### src/nsd_pkg.sv
package nsd_pkg;

  // Image dimensions are limited to this many bits (8 to 32), and never beyond 16 bits.
  localparam int unsigned DIM_BITS = 16;
  localparam logic [15:0] DIM_MAX = (DIM_BITS >= 16) ? 16'hFFFF :
                                    16'((64'd1 << DIM_BITS) - 64'd1);

  typedef enum logic [1:0] {
    KIND_PIXEL     = 2'd0,
    KIND_DONE      = 2'd1,
    KIND_BAD_MAGIC = 2'd2,
    KIND_TRUNCATED = 2'd3
  } kind_e;

  typedef enum logic [3:0] {
    PH_MAGIC_P     = 4'd0,
    PH_MAGIC_DIGIT = 4'd1,
    PH_WIDTH       = 4'd2,
    PH_HEIGHT      = 4'd3,
    PH_MAXVAL      = 4'd4,
    PH_TEXT        = 4'd5,
    PH_BIN_WAIT    = 4'd6,
    PH_BIN_DATA    = 4'd7,
    PH_HALTED      = 4'd8
  } phase_e;

  typedef enum logic [1:0] {
    IMG_BITMAP = 2'd0,
    IMG_GRAY   = 2'd1,
    IMG_PIXMAP = 2'd2
  } img_e;

  // All results caused by one byte: npix pixels on one row starting at column,
  // then an optional status result.
  typedef struct packed {
    logic [3:0]  npix;
    logic        mono;
    logic [7:0]  bits;
    logic [7:0]  red;
    logic [7:0]  green;
    logic [7:0]  blue;
    logic        alpha;
    logic [15:0] column;
    logic [15:0] row;
    logic        tail;
    kind_e       tail_kind;
  } burst_t;

  function automatic logic [15:0] dim_limit(input logic [15:0] v);
    dim_limit = (v > DIM_MAX) ? DIM_MAX : v;
  endfunction

endpackage

### src/nsd_if.sv
interface nsd_byte_if;
  logic       valid;
  logic       ready;
  logic [7:0] data_byte;
  logic       end_of_file;

  modport source (output valid, output data_byte, output end_of_file, input ready);
  modport sink (input valid, input data_byte, input end_of_file, output ready);
endinterface

interface nsd_result_if;
  logic        valid;
  logic        ready;
  logic [1:0]  kind;
  logic [7:0]  red;
  logic [7:0]  green;
  logic [7:0]  blue;
  logic        alpha;
  logic [15:0] column;
  logic [15:0] row;
  logic        last_of_run;

  modport source (output valid, output kind, output red, output green, output blue,
                  output alpha, output column, output row, output last_of_run,
                  input ready);
  modport sink (input valid, input kind, input red, input green, input blue,
                input alpha, input column, input row, input last_of_run,
                output ready);
endinterface

### src/nsd_parser.sv
module nsd_parser (
  input  logic            clk_i,
  input  logic            rst_ni,
  nsd_byte_if.sink        in_i,
  output nsd_pkg::burst_t burst_o,
  output logic            burst_valid_o,
  input  logic            burst_ready_i
);

  localparam logic [7:0] CH_P     = 8'h50;
  localparam logic [7:0] CH_HASH  = 8'h23;
  localparam logic [7:0] CH_SPACE = 8'h20;
  localparam logic [7:0] CH_TAB   = 8'h09;
  localparam logic [7:0] CH_LF    = 8'h0A;
  localparam logic [7:0] CH_CR    = 8'h0D;
  localparam logic [7:0] CH_ZERO  = 8'h30;
  localparam logic [7:0] CH_ONE   = 8'h31;
  localparam logic [7:0] CH_TWO   = 8'h32;
  localparam logic [7:0] CH_FOUR  = 8'h34;
  localparam logic [7:0] CH_FIVE  = 8'h35;
  localparam logic [7:0] CH_SIX   = 8'h36;
  localparam logic [7:0] CH_NINE  = 8'h39;

  // Input register.
  logic       s1_valid_q, s1_valid_d;
  logic [7:0] s1_byte_q;
  logic       s1_eof_q;
  logic       s1_go;

  // Parser state.
  nsd_pkg::phase_e phase_q, phase_d;
  nsd_pkg::img_e   img_q, img_d;
  logic        binary_q, binary_d;
  logic [15:0] width_q, width_d;
  logic [15:0] height_q, height_d;
  logic        wide_q, wide_d;
  logic [15:0] acc_q, acc_d;
  logic        have_digit_q, have_digit_d;
  logic        comment_q, comment_d;
  logic [15:0] col_q, col_d;
  logic [15:0] row_q, row_d;
  logic [1:0]  chan_q, chan_d;
  logic [7:0]  held_red_q, held_red_d;
  logic [7:0]  held_green_q, held_green_d;
  logic        hi_pend_q, hi_pend_d;
  logic [7:0]  hi_byte_q, hi_byte_d;

  // Byte classification and number accumulation.
  logic        is_dig, is_spc, is_hsh, is_eol;
  logic [19:0] acc_prod;
  logic [15:0] acc_new;

  logic            num_end, num_hash, hdr_done;
  logic [15:0]     num_val;
  logic            smp_go;
  logic [15:0]     smp_val;
  logic [7:0]      smp8;
  logic            pix_go, p4_go;
  logic [7:0]      pix_r, pix_g, pix_b;
  logic            pix_a;
  logic [15:0]     rem;
  logic [3:0]      adv;
  logic            end_row;
  logic [16:0]     row_inc;
  logic            fail_go, done_go;
  nsd_pkg::kind_e  fail_kind;
  logic            has_results;

  assign is_dig = (s1_byte_q >= CH_ZERO) && (s1_byte_q <= CH_NINE);
  assign is_spc = (s1_byte_q == CH_SPACE) || ((s1_byte_q >= CH_TAB) && (s1_byte_q <= CH_CR));
  assign is_hsh = (s1_byte_q == CH_HASH);
  assign is_eol = (s1_byte_q == CH_LF) || (s1_byte_q == CH_CR);
  assign acc_prod = 20'(acc_q) * 20'd10 + 20'(s1_byte_q - CH_ZERO);
  assign acc_new  = (|acc_prod[19:16]) ? 16'hFFFF : acc_prod[15:0];
  assign rem      = width_q - col_q;
  assign row_inc  = 17'(row_q) + 17'd1;

  always_comb begin
    phase_d      = phase_q;
    img_d        = img_q;
    binary_d     = binary_q;
    width_d      = width_q;
    height_d     = height_q;
    wide_d       = wide_q;
    acc_d        = acc_q;
    have_digit_d = have_digit_q;
    comment_d    = comment_q;
    col_d        = col_q;
    row_d        = row_q;
    chan_d       = chan_q;
    held_red_d   = held_red_q;
    held_green_d = held_green_q;
    hi_pend_d    = hi_pend_q;
    hi_byte_d    = hi_byte_q;

    num_end   = 1'b0;
    num_val   = acc_q;
    num_hash  = 1'b0;
    hdr_done  = 1'b0;
    smp_go    = 1'b0;
    smp_val   = 16'd0;
    smp8      = 8'd0;
    pix_go    = 1'b0;
    p4_go     = 1'b0;
    pix_r     = 8'd0;
    pix_g     = 8'd0;
    pix_b     = 8'd0;
    pix_a     = 1'b0;
    adv       = 4'd0;
    end_row   = 1'b0;
    fail_go   = 1'b0;
    fail_kind = nsd_pkg::KIND_TRUNCATED;
    done_go   = 1'b0;

    unique case (phase_q)
      nsd_pkg::PH_MAGIC_P: begin
        if (s1_byte_q == CH_P) begin
          phase_d = nsd_pkg::PH_MAGIC_DIGIT;
        end else begin
          fail_go   = 1'b1;
          fail_kind = nsd_pkg::KIND_BAD_MAGIC;
        end
      end
      nsd_pkg::PH_MAGIC_DIGIT: begin
        if ((s1_byte_q >= CH_ONE) && (s1_byte_q <= CH_SIX)) begin
          binary_d = (s1_byte_q >= CH_FOUR);
          phase_d  = nsd_pkg::PH_WIDTH;
          if ((s1_byte_q == CH_ONE) || (s1_byte_q == CH_FOUR)) begin
            img_d = nsd_pkg::IMG_BITMAP;
          end else if ((s1_byte_q == CH_TWO) || (s1_byte_q == CH_FIVE)) begin
            img_d = nsd_pkg::IMG_GRAY;
          end else begin
            img_d = nsd_pkg::IMG_PIXMAP;
          end
        end else begin
          fail_go   = 1'b1;
          fail_kind = nsd_pkg::KIND_BAD_MAGIC;
        end
      end
      nsd_pkg::PH_WIDTH, nsd_pkg::PH_HEIGHT, nsd_pkg::PH_MAXVAL, nsd_pkg::PH_TEXT: begin
        if (comment_q) begin
          if (is_eol) begin
            comment_d = 1'b0;
          end
        end else if (is_dig) begin
          if ((phase_q == nsd_pkg::PH_TEXT) && (img_q == nsd_pkg::IMG_BITMAP)) begin
            pix_go = 1'b1;
            pix_r  = (s1_byte_q != CH_ZERO) ? 8'hFF : 8'h00;
            pix_g  = pix_r;
            pix_b  = pix_r;
          end else begin
            acc_d        = acc_new;
            have_digit_d = 1'b1;
            // A number still open at the end of the file is closed as if by a space.
            if (s1_eof_q) begin
              num_end = 1'b1;
              num_val = acc_new;
            end
          end
        end else if (is_spc || is_hsh) begin
          if (phase_q == nsd_pkg::PH_TEXT) begin
            if (is_hsh) begin
              comment_d = 1'b1;
            end
          end else begin
            comment_d = is_hsh;
          end
          if (have_digit_q) begin
            num_end      = 1'b1;
            num_val      = acc_q;
            num_hash     = is_hsh;
            acc_d        = 16'd0;
            have_digit_d = 1'b0;
          end
        end else begin
          fail_go = 1'b1;
        end
      end
      nsd_pkg::PH_BIN_WAIT: begin
        if (is_eol) begin
          comment_d = 1'b0;
          phase_d   = nsd_pkg::PH_BIN_DATA;
        end
      end
      nsd_pkg::PH_BIN_DATA: begin
        if (img_q == nsd_pkg::IMG_BITMAP) begin
          p4_go = 1'b1;
        end else if (wide_q) begin
          if (!hi_pend_q) begin
            hi_byte_d = s1_byte_q;
            hi_pend_d = 1'b1;
          end else begin
            hi_pend_d = 1'b0;
            smp_go    = 1'b1;
            smp_val   = {hi_byte_q, s1_byte_q};
          end
        end else begin
          smp_go  = 1'b1;
          smp_val = {8'd0, s1_byte_q};
        end
      end
      nsd_pkg::PH_HALTED: begin
      end
      default: begin
        phase_d = nsd_pkg::PH_HALTED;
      end
    endcase

    // A finished decimal number.
    if (num_end) begin
      unique case (phase_q)
        nsd_pkg::PH_WIDTH: begin
          width_d = nsd_pkg::dim_limit(num_val);
          phase_d = nsd_pkg::PH_HEIGHT;
        end
        nsd_pkg::PH_HEIGHT: begin
          height_d = nsd_pkg::dim_limit(num_val);
          if (img_q == nsd_pkg::IMG_BITMAP) begin
            hdr_done = 1'b1;
          end else begin
            phase_d = nsd_pkg::PH_MAXVAL;
          end
        end
        nsd_pkg::PH_MAXVAL: begin
          wide_d   = |num_val[15:8];
          hdr_done = 1'b1;
        end
        default: begin
          smp_go  = 1'b1;
          smp_val = num_val;
        end
      endcase
    end

    if (hdr_done) begin
      if (binary_q) begin
        phase_d = num_hash ? nsd_pkg::PH_BIN_WAIT : nsd_pkg::PH_BIN_DATA;
      end else begin
        phase_d = nsd_pkg::PH_TEXT;
      end
      if ((width_d == 16'd0) || (height_d == 16'd0)) begin
        done_go = 1'b1;
        phase_d = nsd_pkg::PH_HALTED;
      end
    end

    // One sample becomes a pixel, or is held as a pixmap channel.
    if (smp_go) begin
      if (wide_q) begin
        smp8 = smp_val[15:8];
      end else begin
        smp8 = (|smp_val[15:8]) ? 8'hFF : smp_val[7:0];
      end
      if (img_q == nsd_pkg::IMG_PIXMAP) begin
        if (chan_q == 2'd0) begin
          held_red_d = smp8;
          chan_d     = 2'd1;
        end else if (chan_q == 2'd1) begin
          held_green_d = smp8;
          chan_d       = 2'd2;
        end else begin
          chan_d = 2'd0;
          pix_go = 1'b1;
          pix_r  = held_red_q;
          pix_g  = held_green_q;
          pix_b  = smp8;
          pix_a  = (held_red_q == 8'hFF) && (held_green_q == 8'hFF) && (smp8 == 8'hFF);
        end
      end else begin
        pix_go = 1'b1;
        pix_r  = smp8;
        pix_g  = smp8;
        pix_b  = smp8;
      end
    end

    // Position advance; a packed bitmap byte stops at the end of its row.
    if (pix_go || p4_go) begin
      if (p4_go) begin
        adv = (rem >= 16'd8) ? 4'd8 : rem[3:0];
      end else begin
        adv = 4'd1;
      end
      end_row = (rem <= 16'(adv));
      if (end_row) begin
        col_d = 16'd0;
        row_d = row_inc[15:0];
        if (row_inc >= 17'(height_q)) begin
          done_go = 1'b1;
          phase_d = nsd_pkg::PH_HALTED;
        end
      end else begin
        col_d = col_q + 16'(adv);
      end
    end

    if (fail_go) begin
      phase_d = nsd_pkg::PH_HALTED;
    end

    // The last byte of a file closes the image and restarts the parser.
    if (s1_eof_q) begin
      if (phase_d != nsd_pkg::PH_HALTED) begin
        fail_go = 1'b1;
        if ((phase_d == nsd_pkg::PH_MAGIC_P) || (phase_d == nsd_pkg::PH_MAGIC_DIGIT)) begin
          fail_kind = nsd_pkg::KIND_BAD_MAGIC;
        end else begin
          fail_kind = nsd_pkg::KIND_TRUNCATED;
        end
      end
      phase_d      = nsd_pkg::PH_MAGIC_P;
      img_d        = nsd_pkg::IMG_BITMAP;
      binary_d     = 1'b0;
      width_d      = 16'd0;
      height_d     = 16'd0;
      wide_d       = 1'b0;
      acc_d        = 16'd0;
      have_digit_d = 1'b0;
      comment_d    = 1'b0;
      col_d        = 16'd0;
      row_d        = 16'd0;
      chan_d       = 2'd0;
      held_red_d   = 8'd0;
      held_green_d = 8'd0;
      hi_pend_d    = 1'b0;
      hi_byte_d    = 8'd0;
    end
  end

  always_comb begin
    burst_o.npix      = pix_go ? 4'd1 : (p4_go ? adv : 4'd0);
    burst_o.mono      = p4_go;
    burst_o.bits      = s1_byte_q;
    burst_o.red       = pix_r;
    burst_o.green     = pix_g;
    burst_o.blue      = pix_b;
    burst_o.alpha     = pix_a;
    burst_o.column    = col_q;
    burst_o.row       = row_q;
    burst_o.tail      = fail_go || done_go;
    burst_o.tail_kind = fail_go ? fail_kind : nsd_pkg::KIND_DONE;
  end

  assign has_results   = pix_go || p4_go || fail_go || done_go;
  assign burst_valid_o = s1_valid_q && has_results;
  assign s1_go         = s1_valid_q && (!has_results || burst_ready_i);
  assign in_i.ready    = !s1_valid_q || s1_go;

  always_comb begin
    if (in_i.valid && in_i.ready) begin
      s1_valid_d = 1'b1;
    end else if (s1_go) begin
      s1_valid_d = 1'b0;
    end else begin
      s1_valid_d = s1_valid_q;
    end
  end

  always_ff @(posedge clk_i) begin
    if (in_i.valid && in_i.ready) begin
      s1_byte_q <= in_i.data_byte;
      s1_eof_q  <= in_i.end_of_file;
    end
  end

  always_ff @(posedge clk_i or negedge rst_ni) begin
    if (!rst_ni) begin
      s1_valid_q   <= 1'b0;
      phase_q      <= nsd_pkg::PH_MAGIC_P;
      img_q        <= nsd_pkg::IMG_BITMAP;
      binary_q     <= 1'b0;
      width_q      <= 16'd0;
      height_q     <= 16'd0;
      wide_q       <= 1'b0;
      acc_q        <= 16'd0;
      have_digit_q <= 1'b0;
      comment_q    <= 1'b0;
      col_q        <= 16'd0;
      row_q        <= 16'd0;
      chan_q       <= 2'd0;
      held_red_q   <= 8'd0;
      held_green_q <= 8'd0;
      hi_pend_q    <= 1'b0;
      hi_byte_q    <= 8'd0;
    end else begin
      s1_valid_q <= s1_valid_d;
      if (s1_go) begin
        phase_q      <= phase_d;
        img_q        <= img_d;
        binary_q     <= binary_d;
        width_q      <= width_d;
        height_q     <= height_d;
        wide_q       <= wide_d;
        acc_q        <= acc_d;
        have_digit_q <= have_digit_d;
        comment_q    <= comment_d;
        col_q        <= col_d;
        row_q        <= row_d;
        chan_q       <= chan_d;
        held_red_q   <= held_red_d;
        held_green_q <= held_green_d;
        hi_pend_q    <= hi_pend_d;
        hi_byte_q    <= hi_byte_d;
      end
    end
  end

endmodule

### src/nsd_emitter.sv
module nsd_emitter (
  input  logic            clk_i,
  input  logic            rst_ni,
  input  nsd_pkg::burst_t burst_i,
  input  logic            burst_valid_i,
  output logic            burst_ready_o,
  nsd_result_if.source    out_o
);

  logic            busy_q, busy_d;
  logic [3:0]      npix_q;
  logic            mono_q;
  logic [7:0]      bits_q;
  logic [7:0]      red_q, green_q, blue_q;
  logic            alpha_q;
  logic [15:0]     col_q;
  logic [15:0]     row_q;
  logic            tail_q;
  nsd_pkg::kind_e  tail_kind_q;

  logic pix_mode, last, fire, load;

  assign pix_mode = (npix_q != 4'd0);
  assign last     = pix_mode ? ((npix_q == 4'd1) && !tail_q) : 1'b1;
  assign fire     = busy_q && out_o.ready;
  assign burst_ready_o = !busy_q || (fire && last);
  assign load     = burst_valid_i && burst_ready_o;

  always_comb begin
    out_o.valid       = busy_q;
    out_o.last_of_run = last;
    if (pix_mode) begin
      out_o.kind   = nsd_pkg::KIND_PIXEL;
      out_o.red    = mono_q ? {8{bits_q[7]}} : red_q;
      out_o.green  = mono_q ? {8{bits_q[7]}} : green_q;
      out_o.blue   = mono_q ? {8{bits_q[7]}} : blue_q;
      out_o.alpha  = mono_q ? 1'b0 : alpha_q;
      out_o.column = col_q;
      out_o.row    = row_q;
    end else begin
      out_o.kind   = tail_kind_q;
      out_o.red    = 8'd0;
      out_o.green  = 8'd0;
      out_o.blue   = 8'd0;
      out_o.alpha  = 1'b0;
      out_o.column = 16'd0;
      out_o.row    = 16'd0;
    end
  end

  always_comb begin
    if (load) begin
      busy_d = 1'b1;
    end else if (fire && last) begin
      busy_d = 1'b0;
    end else begin
      busy_d = busy_q;
    end
  end

  always_ff @(posedge clk_i or negedge rst_ni) begin
    if (!rst_ni) begin
      busy_q <= 1'b0;
      npix_q <= 4'd0;
    end else begin
      busy_q <= busy_d;
      if (load) begin
        npix_q <= burst_i.npix;
      end else if (fire && pix_mode) begin
        npix_q <= npix_q - 4'd1;
      end
    end
  end

  always_ff @(posedge clk_i) begin
    if (load) begin
      mono_q      <= burst_i.mono;
      bits_q      <= burst_i.bits;
      red_q       <= burst_i.red;
      green_q     <= burst_i.green;
      blue_q      <= burst_i.blue;
      alpha_q     <= burst_i.alpha;
      col_q       <= burst_i.column;
      row_q       <= burst_i.row;
      tail_q      <= burst_i.tail;
      tail_kind_q <= burst_i.tail_kind;
    end else if (fire && pix_mode) begin
      // Packed bitmap pixels leave most significant bit first.
      bits_q <= {bits_q[6:0], 1'b0};
      col_q  <= col_q + 16'd1;
    end
  end

endmodule

### src/netpbm_stream_decoder.sv
// Netpbm (P1 to P6) decoder taking one file byte per request and returning
// 8-bit RGB pixels with a one-bit alpha, column and row, then an
// image-complete, bad-magic or truncated status; the request that carries
// end_of_file always leaves the decoder ready for a new file. A byte is
// registered at the input, parsed and its results are handed as one group to
// the result stage, which delivers one result per cycle while the output is
// ready. Bytes with at most one result can therefore arrive back to back; a
// byte with more results (a packed P4 byte gives up to eight pixels plus a
// status) keeps the result stage busy, and a following byte with results
// waits in the input register until they have all been delivered.
module netpbm_stream_decoder (
  input  logic          clk_i,
  input  logic          rst_ni,
  nsd_byte_if.sink      in_i,
  nsd_result_if.source  out_o
);

  nsd_pkg::burst_t burst;
  logic            burst_valid;
  logic            burst_ready;

  nsd_parser u_parser (
    .clk_i         (clk_i),
    .rst_ni        (rst_ni),
    .in_i          (in_i),
    .burst_o       (burst),
    .burst_valid_o (burst_valid),
    .burst_ready_i (burst_ready)
  );

  nsd_emitter u_emitter (
    .clk_i         (clk_i),
    .rst_ni        (rst_ni),
    .burst_i       (burst),
    .burst_valid_i (burst_valid),
    .burst_ready_o (burst_ready),
    .out_o         (out_o)
  );

endmodule
### src/flat_wrapper.sv
// flat-port wrapper written by rule: the top's interface ports become plain ports
module netpbm_stream_decoder_flat 
  (clk_i, rst_ni, in_i_valid, in_i_data_byte, in_i_end_of_file, in_i_ready, out_o_valid, out_o_kind, out_o_red, out_o_green, out_o_blue, out_o_alpha, out_o_column, out_o_row, out_o_last_of_run, out_o_ready);
  nsd_byte_if in_i_i ();
  nsd_result_if out_o_i ();
  input  logic clk_i;
  input  logic rst_ni;
  input wire logic [$bits(in_i_i.valid)-1:0] in_i_valid;
  input wire logic [$bits(in_i_i.data_byte)-1:0] in_i_data_byte;
  input wire logic [$bits(in_i_i.end_of_file)-1:0] in_i_end_of_file;
  output wire logic [$bits(in_i_i.ready)-1:0] in_i_ready;
  output wire logic [$bits(out_o_i.valid)-1:0] out_o_valid;
  output wire logic [$bits(out_o_i.kind)-1:0] out_o_kind;
  output wire logic [$bits(out_o_i.red)-1:0] out_o_red;
  output wire logic [$bits(out_o_i.green)-1:0] out_o_green;
  output wire logic [$bits(out_o_i.blue)-1:0] out_o_blue;
  output wire logic [$bits(out_o_i.alpha)-1:0] out_o_alpha;
  output wire logic [$bits(out_o_i.column)-1:0] out_o_column;
  output wire logic [$bits(out_o_i.row)-1:0] out_o_row;
  output wire logic [$bits(out_o_i.last_of_run)-1:0] out_o_last_of_run;
  input wire logic [$bits(out_o_i.ready)-1:0] out_o_ready;
  assign in_i_i.valid = in_i_valid;
  assign in_i_i.data_byte = in_i_data_byte;
  assign in_i_i.end_of_file = in_i_end_of_file;
  assign in_i_ready = in_i_i.ready;
  assign out_o_valid = out_o_i.valid;
  assign out_o_kind = out_o_i.kind;
  assign out_o_red = out_o_i.red;
  assign out_o_green = out_o_i.green;
  assign out_o_blue = out_o_i.blue;
  assign out_o_alpha = out_o_i.alpha;
  assign out_o_column = out_o_i.column;
  assign out_o_row = out_o_i.row;
  assign out_o_last_of_run = out_o_i.last_of_run;
  assign out_o_i.ready = out_o_ready;
  netpbm_stream_decoder u_core (.clk_i(clk_i), .rst_ni(rst_ni), .in_i(in_i_i), .out_o(out_o_i));
endmodule
### config.mk
export PLATFORM = sky130hd
export DESIGN_NAME = netpbm_stream_decoder_flat
export DESIGN_NICKNAME = d
export VERILOG_FILES = /design/src/nsd_pkg.sv /design/src/nsd_if.sv /design/src/nsd_parser.sv /design/src/nsd_emitter.sv /design/src/netpbm_stream_decoder.sv /design/src/flat_wrapper.sv
export SDC_FILE = /design/constraint.sdc
export NUM_CORES = 1
export LEC_CHECK = 0
export BUFFER_PORTS_ARGS = -buffer_cell sky130_fd_sc_hd__buf_4
export CORE_ASPECT_RATIO = 0.8
export CORE_UTILIZATION = 55
export CTS_CLUSTER_DIAMETER = 50
export DETAILED_ROUTE_END_ITERATION = 16
export GPL_TIMING_DRIVEN = 0
export PLACE_DENSITY = 0.75
export SYNTH_ARGS = -nofsm -noshare
export SYNTH_HDL_FRONTEND = slang
export SYNTH_SLANG_ARGS = --single-unit
### constraint.sdc
create_clock -name clk_i -period 9.55 [get_ports clk_i]
set_clock_uncertainty 0.15 [all_clocks]
set_input_delay 1.91 -clock clk_i [delete_from_list [all_inputs] [get_ports clk_i]]
set_output_delay 1.91 -clock clk_i [all_outputs]
set_load 0.03 [all_outputs]
# Yosys cells after proc, flatten, opt, wreduce, memory -nomap -nowiden
# Index checks and enable logic that the tools add are counted.
[word_totals]
register_bits = 201
inputBits = 13
output_inout_bits = 62
[classes]
addsub = 7
mul = 1
n_lt_le_gt_ge = 11
eq_ne = 32
mux = 195
bitwise_logic = 2
reduce_logical = 77
[op_table]
columns = ["cell", "count"]
rows = [
  ["two-way mux 16 bit", 36],
  ["two-way mux 8 bit", 42],
  ["two-way mux 4 bit", 20],
  ["two-way mux 1 bit", 77],
  ["== test 8 x 6 -> 1 bit, second input constant", 6],
  ["logical NOT 16 bit", 2],
  ["nonzero test 2 bit", 16],
  ["two-way mux 2 bit", 14],
  ["== test 8 bit, second input constant", 3],
  ["greater-or-equal comparator 8 x 6 -> 1 bit, second input constant", 3],
  ["adder 20 bit", 1],
  ["multiplier 16 x 3 -> 19 bit, second input constant", 1],
  ["adder 16 x 1 -> 17 bit, second input constant", 1],
  ["greater-or-equal comparator 17 x 16 -> 1 bit", 1],
  ["adder 16 x 1 -> 16 bit, second input constant", 1],
  ["adder 16 x 4 -> 16 bit", 1],
  ["== test 4 x 3 -> 1 bit, second input constant", 4],
  ["== test 8 x 4 -> 1 bit, second input constant", 2],
  ["greater-or-equal comparator 16 x 4 -> 1 bit, second input constant", 1],
  ["> comparator 16 bit, second input constant", 1],
  ["less-or-equal comparator 16 x 4 -> 1 bit", 1],
  ["less-or-equal comparator 8 x 6 -> 1 bit, second input constant", 2],
  ["one-hot mux 4 bit (4 select lines)", 1],
  ["OR reduction 8 bit", 2],
  ["34 further kinds", 86],
]

# Depth between registers and ports, before layout
[depth]
depth_word = 32
depth_mapped = 29
ltp_nobuf = 27

# By module
# From an unflattened synthesis, not the netlist that was laid out.
[hier_totals]
cells_unflattened = 1628
hier_area_um2 = 14876.8
[by_module_without_submodules]
columns = ["mod", "n_inst", "cells_each", "area_each_um2"]
rows = [
  ["nsd_parser", 1, 1387, 11412.2],
  ["nsd_emitter", 1, 241, 3464.6],
]

# Worst setup path after synthesis
# OpenSTA, ideal clock, no wires.
[synth_path]
path_kind = "reg-to-output"
start = "register u_core.u_parser.acc_q[1]"
end = "output in_i_ready"
arrival_ns = 5.613
path_slack_ns = 1.877
stages_incl_launch_ff = 25
n_path_buf = 0
path_cell_list = "dfrtp_1 ha_1 ha_1 fa_1 a21o_1 a21oi_1 o21bai_1 a21oi_1 o21bai_1 a21oi_1 o21bai_1 a21oi_1 o21ai_0 xor2_1 ha_1 and2_1 a221oi_1 xnor2_1 a31oi_1 nand4b_1 a2111o_1 a221o_1 nor3_1 o21a_2 o211ai_1"
[synth_between]
elab_chain_len = 30
elab_cells_between_ends = 38
classes_between = "add/sub: 1; mul: 1; order compare: 1; eq/ne: 1; mux: 24; reduce/logical: 10"
[synth_rtl]
columns = ["element", "line", "source"]
rows = [
  ["start: declaration", "nsd_parser.sv:37", "logic [15:0] acc_q, acc_d;"],
  ["start signal: assignment", "nsd_parser.sv:375", "acc_q <= 16'd0;"],
  ["start signal: assignment", "nsd_parser.sv:394", "acc_q <= acc_d;"],
  ["multiplier 16 x 3 -> 19 bit", "nsd_parser.sv:73", "assign acc_prod = 20'(acc_q) * 20'd10 + 20'(s1_byte_q - CH_ZERO);"],
  ["adder 20 bit", "nsd_parser.sv:73", ""],
  ["OR reduction 4 bit", "nsd_parser.sv:74", "assign acc_new = (|acc_prod[19:16]) ? 16'hFFFF : acc_prod[15:0];"],
  ["two-way mux 16 bit", "nsd_parser.sv:74", ""],
  ["two-way mux 16 bit", "nsd_parser.sv:155", "if (s1_eof_q) begin"],
  ["two-way mux 16 bit", "nsd_parser.sv:146", "if ((phase_q == nsd_pkg::PH_TEXT) && (img_q == nsd_pkg::IMG_BITMAP)) begin"],
  ["two-way mux 16 bit", "nsd_parser.sv:145", "end else if (is_dig) begin"],
  ["two-way mux 16 bit", "nsd_parser.sv:141", "if (comment_q) begin"],
  ["(+14 left out)", "-", ""],
  ["two-way mux 1 bit", "nsd_parser.sv:303", "if (phase_d != nsd_pkg::PH_HALTED) begin"],
  ["two-way mux 1 bit", "nsd_parser.sv:302", "if (s1_eof_q) begin"],
  ["logical OR 1 bit", "nsd_parser.sv:344", "assign has_results = pix_go || p4_go || fail_go || done_go;"],
  ["logical OR 1 bit *", "nsd_parser.sv:344", ""],
  ["logical NOT 1 bit *", "nsd_parser.sv:346", "assign s1_go = s1_valid_q && (!has_results || burst_ready_i);"],
  ["logical OR 1 bit *", "nsd_parser.sv:346", ""],
  ["logical AND 1 bit *", "nsd_parser.sv:346", ""],
  ["logical OR 1 bit *", "nsd_parser.sv:347", "assign in_i.ready = !s1_valid_q || s1_go;"],
  ["end: declaration", "flat_wrapper.sv:11", "output wire logic [$bits(in_i_i.ready)-1:0] in_i_ready;"],
]
# Mark *: on every way between the ends. The rest lies on a longest branch, timed or not.

# Final worst setup path
# Same ends and word-level chain as after synthesis.

==> results_dict.tcl <==
set metrics [dict create \
    run_status "completed" \
    cts_tree "built" \
    port_buffers 74 \
    start_util 0.5612 \
    netlist_area_sq_um 15360 \
    cap_violations 0 \
    globalplace.congestion 1.024 \
    fin_nets 1940 \
    ioPinCount 75 \
    fin_crit_ns 9.150 \
    hpwl_mm 37.53 \
    clk_pin_slew_worst_paths_ns 0.06 \
    die_area_sq_um 28600 \
    core_region_area_sq_um 27360 \
    syn-instance-count 1725 \
    fill_cells 2326 \
    diodes 0 \
    leakage_nw 7.541 \
    crit_family "compound AO/OA/AOI/OAI gates" \
    finalCritPeriodShare 0.9581 \
    cpMaxStageDelayCell "dfrtp_2" \
    syn_area_per_cell_sq_um 8.902 \
    cp.required_ns 7.49 \
    die_w_microns 188.8 \
    hp-start "u_core.u_parser.row_q[6]" \
    slowest_delay_ns 0.49 \
    end_kind "output pin" \
    syn-num-nets 1837 \
    worst_setup_path_start_kind "register" \
    min_delay_worst_endpoint "u_core.u_emitter.row_q[6]" \
    num_vias 14430 \
    setup_tns_ns 0 \
    cts_buffer_depth 3 \
    grt_max_degree 93 \
    hold_buffers 0 \
    drt-pass1-iter-count 6 \
    timing.fmax_mhz 109.3 \
    hold_class "register to register" \
    die_h_microns 151.5 \
    ys_ff_latch 201 \
    power_density_nw_per_um2 239.0 \
    worst-path-buf-inv 2 \
    regToRegSetupSlack_ns 1.34 \
    multi_input_area_sq_um 9213 \
    seq_area_frac_synth 0.3530 \
    cts_buffers 24 \
    register_area_sq_um 5425 \
    via_per_inst 6.530 \
    drc_errors 0 \
    synth_top_flop_cell "dfrtp_1" \
    worst_pin_slew_ns 1.338 \
    path_class "register to output pin" \
    path_max_fanout 8 \
    ir_drop_mv 0.1833 \
    gr-total-overflow 0 \
    num_rows 54 \
    ys_warn_count 0 \
    cp.arrival_ns 7.09 \
    grt_pass1_vias 12980 \
    clock-root-buffer "clkbuf_16" \
    drtIter0Drc 1596 \
    r2r_start "u_core.u_parser.acc_q[1]" \
    grt_pass1_wl_mm 75.22 \
    drv_slew 0 \
    rsz0062_at_grt "no" \
    finalWirelength_mm 49.04 \
    synth.distinct_cells 102 \
    hold-path-cell-count 0 \
    synth_edf_count 78 \
    grt_antenna_before_repair 0 \
    ys_async_sr_fraction 0.6119 \
    finalSetupViolCount 0 \
    htreeDepth 1 \
    cts.sinks 201 \
    wl_per_cell_microns 22.19 \
    maxSlewHeadroom 0.08494 \
    r2r_cells 26 \
    grt_usage 0.3397 \
    r2r-end "u_core.u_emitter.red_q[4]" \
    drive_gt1_frac 0.1176 \
    detail-route-antenna-nets 0 \
    worstSkewPairLatency_ns 0.52 \
    holdWs_ns 0.3153 \
    area_growth_pct 12.27 \
    hold_viol 0 \
]
[layout make-up]
| cell class | count | share of cell area |
|---|---|---|
| Timing Repair Buffer | 77 | 0.03491 |
| Sequential cell | 201 | 0.3147 |
| Clock buffer | 34 | 0.03948 |
| Buffer | 90 | 0.02656 |
| Inverter | 79 | 0.01720 |
| Multi-Input combinational cell | 1355 | 0.5344 |
| Tap cell | 364 | 0.02642 |
| Clock inverter | 10 | 0.006387 |
[placed cells by master (no fill, tap or decap), types with 13 or more instances in the layout]
cell       synthesis  routed
a21o_1            54      54
a21oi_1           91      89
a22oi_1           26      26
a31oi_1           19      19
a32o_1            16      16
and3_1            37      37
buf_2             15      15
buf_4              2      77
clkbuf_1          59      67
clkbuf_16          0      26
dfrtp_1          123     119
edfxtp_1          78      78
ha_1              95      95
inv_1             78      77
mux2i_1           21      21
nand2_1          171     171
nand2b_1          21      21
nand3_1           64      64
nand4_1           21      21
nor2_1           114     114
nor2b_1           50      50
nor3_1            42      42
nor4_1            14      14
o2111ai_1         13      13
o211ai_1          21      21
o21a_1            18      18
o21ai_0          130     129
o2bb2ai_1         18      18
o31ai_1           14      14
xnor2_1           33      33
xor2_1            27      27
[layer usage]
| layer | vias up | share of wire | GRT usage |
|---|---|---|---|
| met5 | - | 0 | 0 |
| met4 | 0 | 0.020 | 0.07177 |
| met3 | 78 | 0.12 | 0.07508 |
| met2 | 815 | 0.41 | 0.4798 |
| met1 | 6875 | 0.45 | 0.5241 |
| li1 | 6664 | - | - |
[cell usage after synthesis (15+ instances only)]
library cell,count,area share
nand2_1,171,0.042
o21ai_0,130,0.042
dfrtp_1,123,0.20
nor2_1,114,0.028
ha_1,95,0.077
a21oi_1,91,0.030
edfxtp_1,78,0.15
inv_1,78,0.019
nand3_1,64,0.021
clkbuf_1,59,0.014
a21o_1,54,0.026
nor2b_1,50,0.020
nor3_1,42,0.014
and3_1,37,0.015
xnor2_1,33,0.019
xor2_1,27,0.015
a22oi_1,26,0.013
mux2i_1,21,0.014
nand2b_1,21,0.0086
nand4_1,21,0.0086
o211ai_1,21,0.010
a31oi_1,19,0.0077
o21a_1,18,0.0088
o2bb2ai_1,18,0.010
a32o_1,16,0.010
buf_2,15,0.0049
[timing repair]
item	4_1_cts	5_1_grt
setup endpoints to repair	0	1
gates resized for setup	0	10
buffers inserted	0	2
[per-stage QoR]
| stage | util | instances | total power, mW | cell area [sq um] | setup slack, ns |
|---|---|---|---|---|---|
| floorplan | - | 1725 | 2.533 | 15360 | 1.877 |
| global placement | 0.5981 | 2163 | 3.131 | 16370 | 0.8353 |
| detailed placement | 0.5993 | 2164 | 3.171 | 16400 | 0.7204 |
| CTS | 0.6282 | 2208 | 4.089 | 17190 | 0.1501 |
| global route | 0.6300 | 2210 | 4.317 | 17240 | 0.01559 |
| finish | 0.6300 | 2210 | 4.121 | 17240 | 0.4004 |
[report_power, final]
part | internal (mW) | switching [mW] | leakage (nW)
sequential | 1.10 | 0.103 | 2.44
clock | 0.552 | 0.361 | 0.384
combinational | 0.708 | 1.29 | 4.72
[sequential cells by signal, indices dropped and copies added, names as in the netlist, 4 cells and up]
| signal | cells |
|---|---|
| u_core.u_parser.height_q | 16 |
| u_core.u_parser.hi_byte_q | 8 |
| u_core.u_parser.held_red_q | 8 |
| u_core.u_parser.s1_byte_q | 8 |
| u_core.u_emitter.row_q | 16 |
| u_core.u_emitter.red_q | 8 |
| u_core.u_emitter.bits_q | 8 |
| u_core.u_parser.held_green_q | 8 |
| u_core.u_parser.width_q | 16 |
| u_core.u_parser.row_q | 16 |
| u_core.u_parser.col_q | 16 |
| u_core.u_parser.phase_q | 4 |
| u_core.u_emitter.col_q | 16 |
| u_core.u_parser.acc_q | 16 |
| u_core.u_emitter.blue_q | 8 |
| u_core.u_emitter.green_q | 8 |
| u_core.u_emitter.npix_q | 4 |
[how the worst max path moves through the flow]
stage | start | to | depth (start not counted)
5_1_grt | u_core.u_parser.acc_q[1] | in_i_ready | 26
3_3_place_gp | u_core.u_parser.acc_q[4] | in_i_ready | 24
2_1_floorplan | u_core.u_parser.acc_q[1] | in_i_ready | 24
4_1_cts | u_core.u_parser.acc_q[4] | in_i_ready | 24
3_5_place_dp | u_core.u_parser.acc_q[0] | in_i_ready | 25
6_report | u_core.u_parser.acc_q[1] | in_i_ready | 26
[cells by family (layout without fill, tap and decap cells)]
logic type / Yosys count / after routing / synth area share
multiplexers: 31 / 31 / 0.02322
flip-flops: 201 / 201 / 0.3530
adder cells (fa/ha/maj): 99 / 99 / 0.08262
buffers and inverters: 169 / 290 / 0.04913
AND/OR/NAND/NOR: 614 / 614 / 0.2025
XOR/XNOR: 60 / 60 / 0.03422
AO/OA/AOI/OAI: 551 / 551 / 0.2554
No activity file was read; power rests on OpenSTA's default activity.
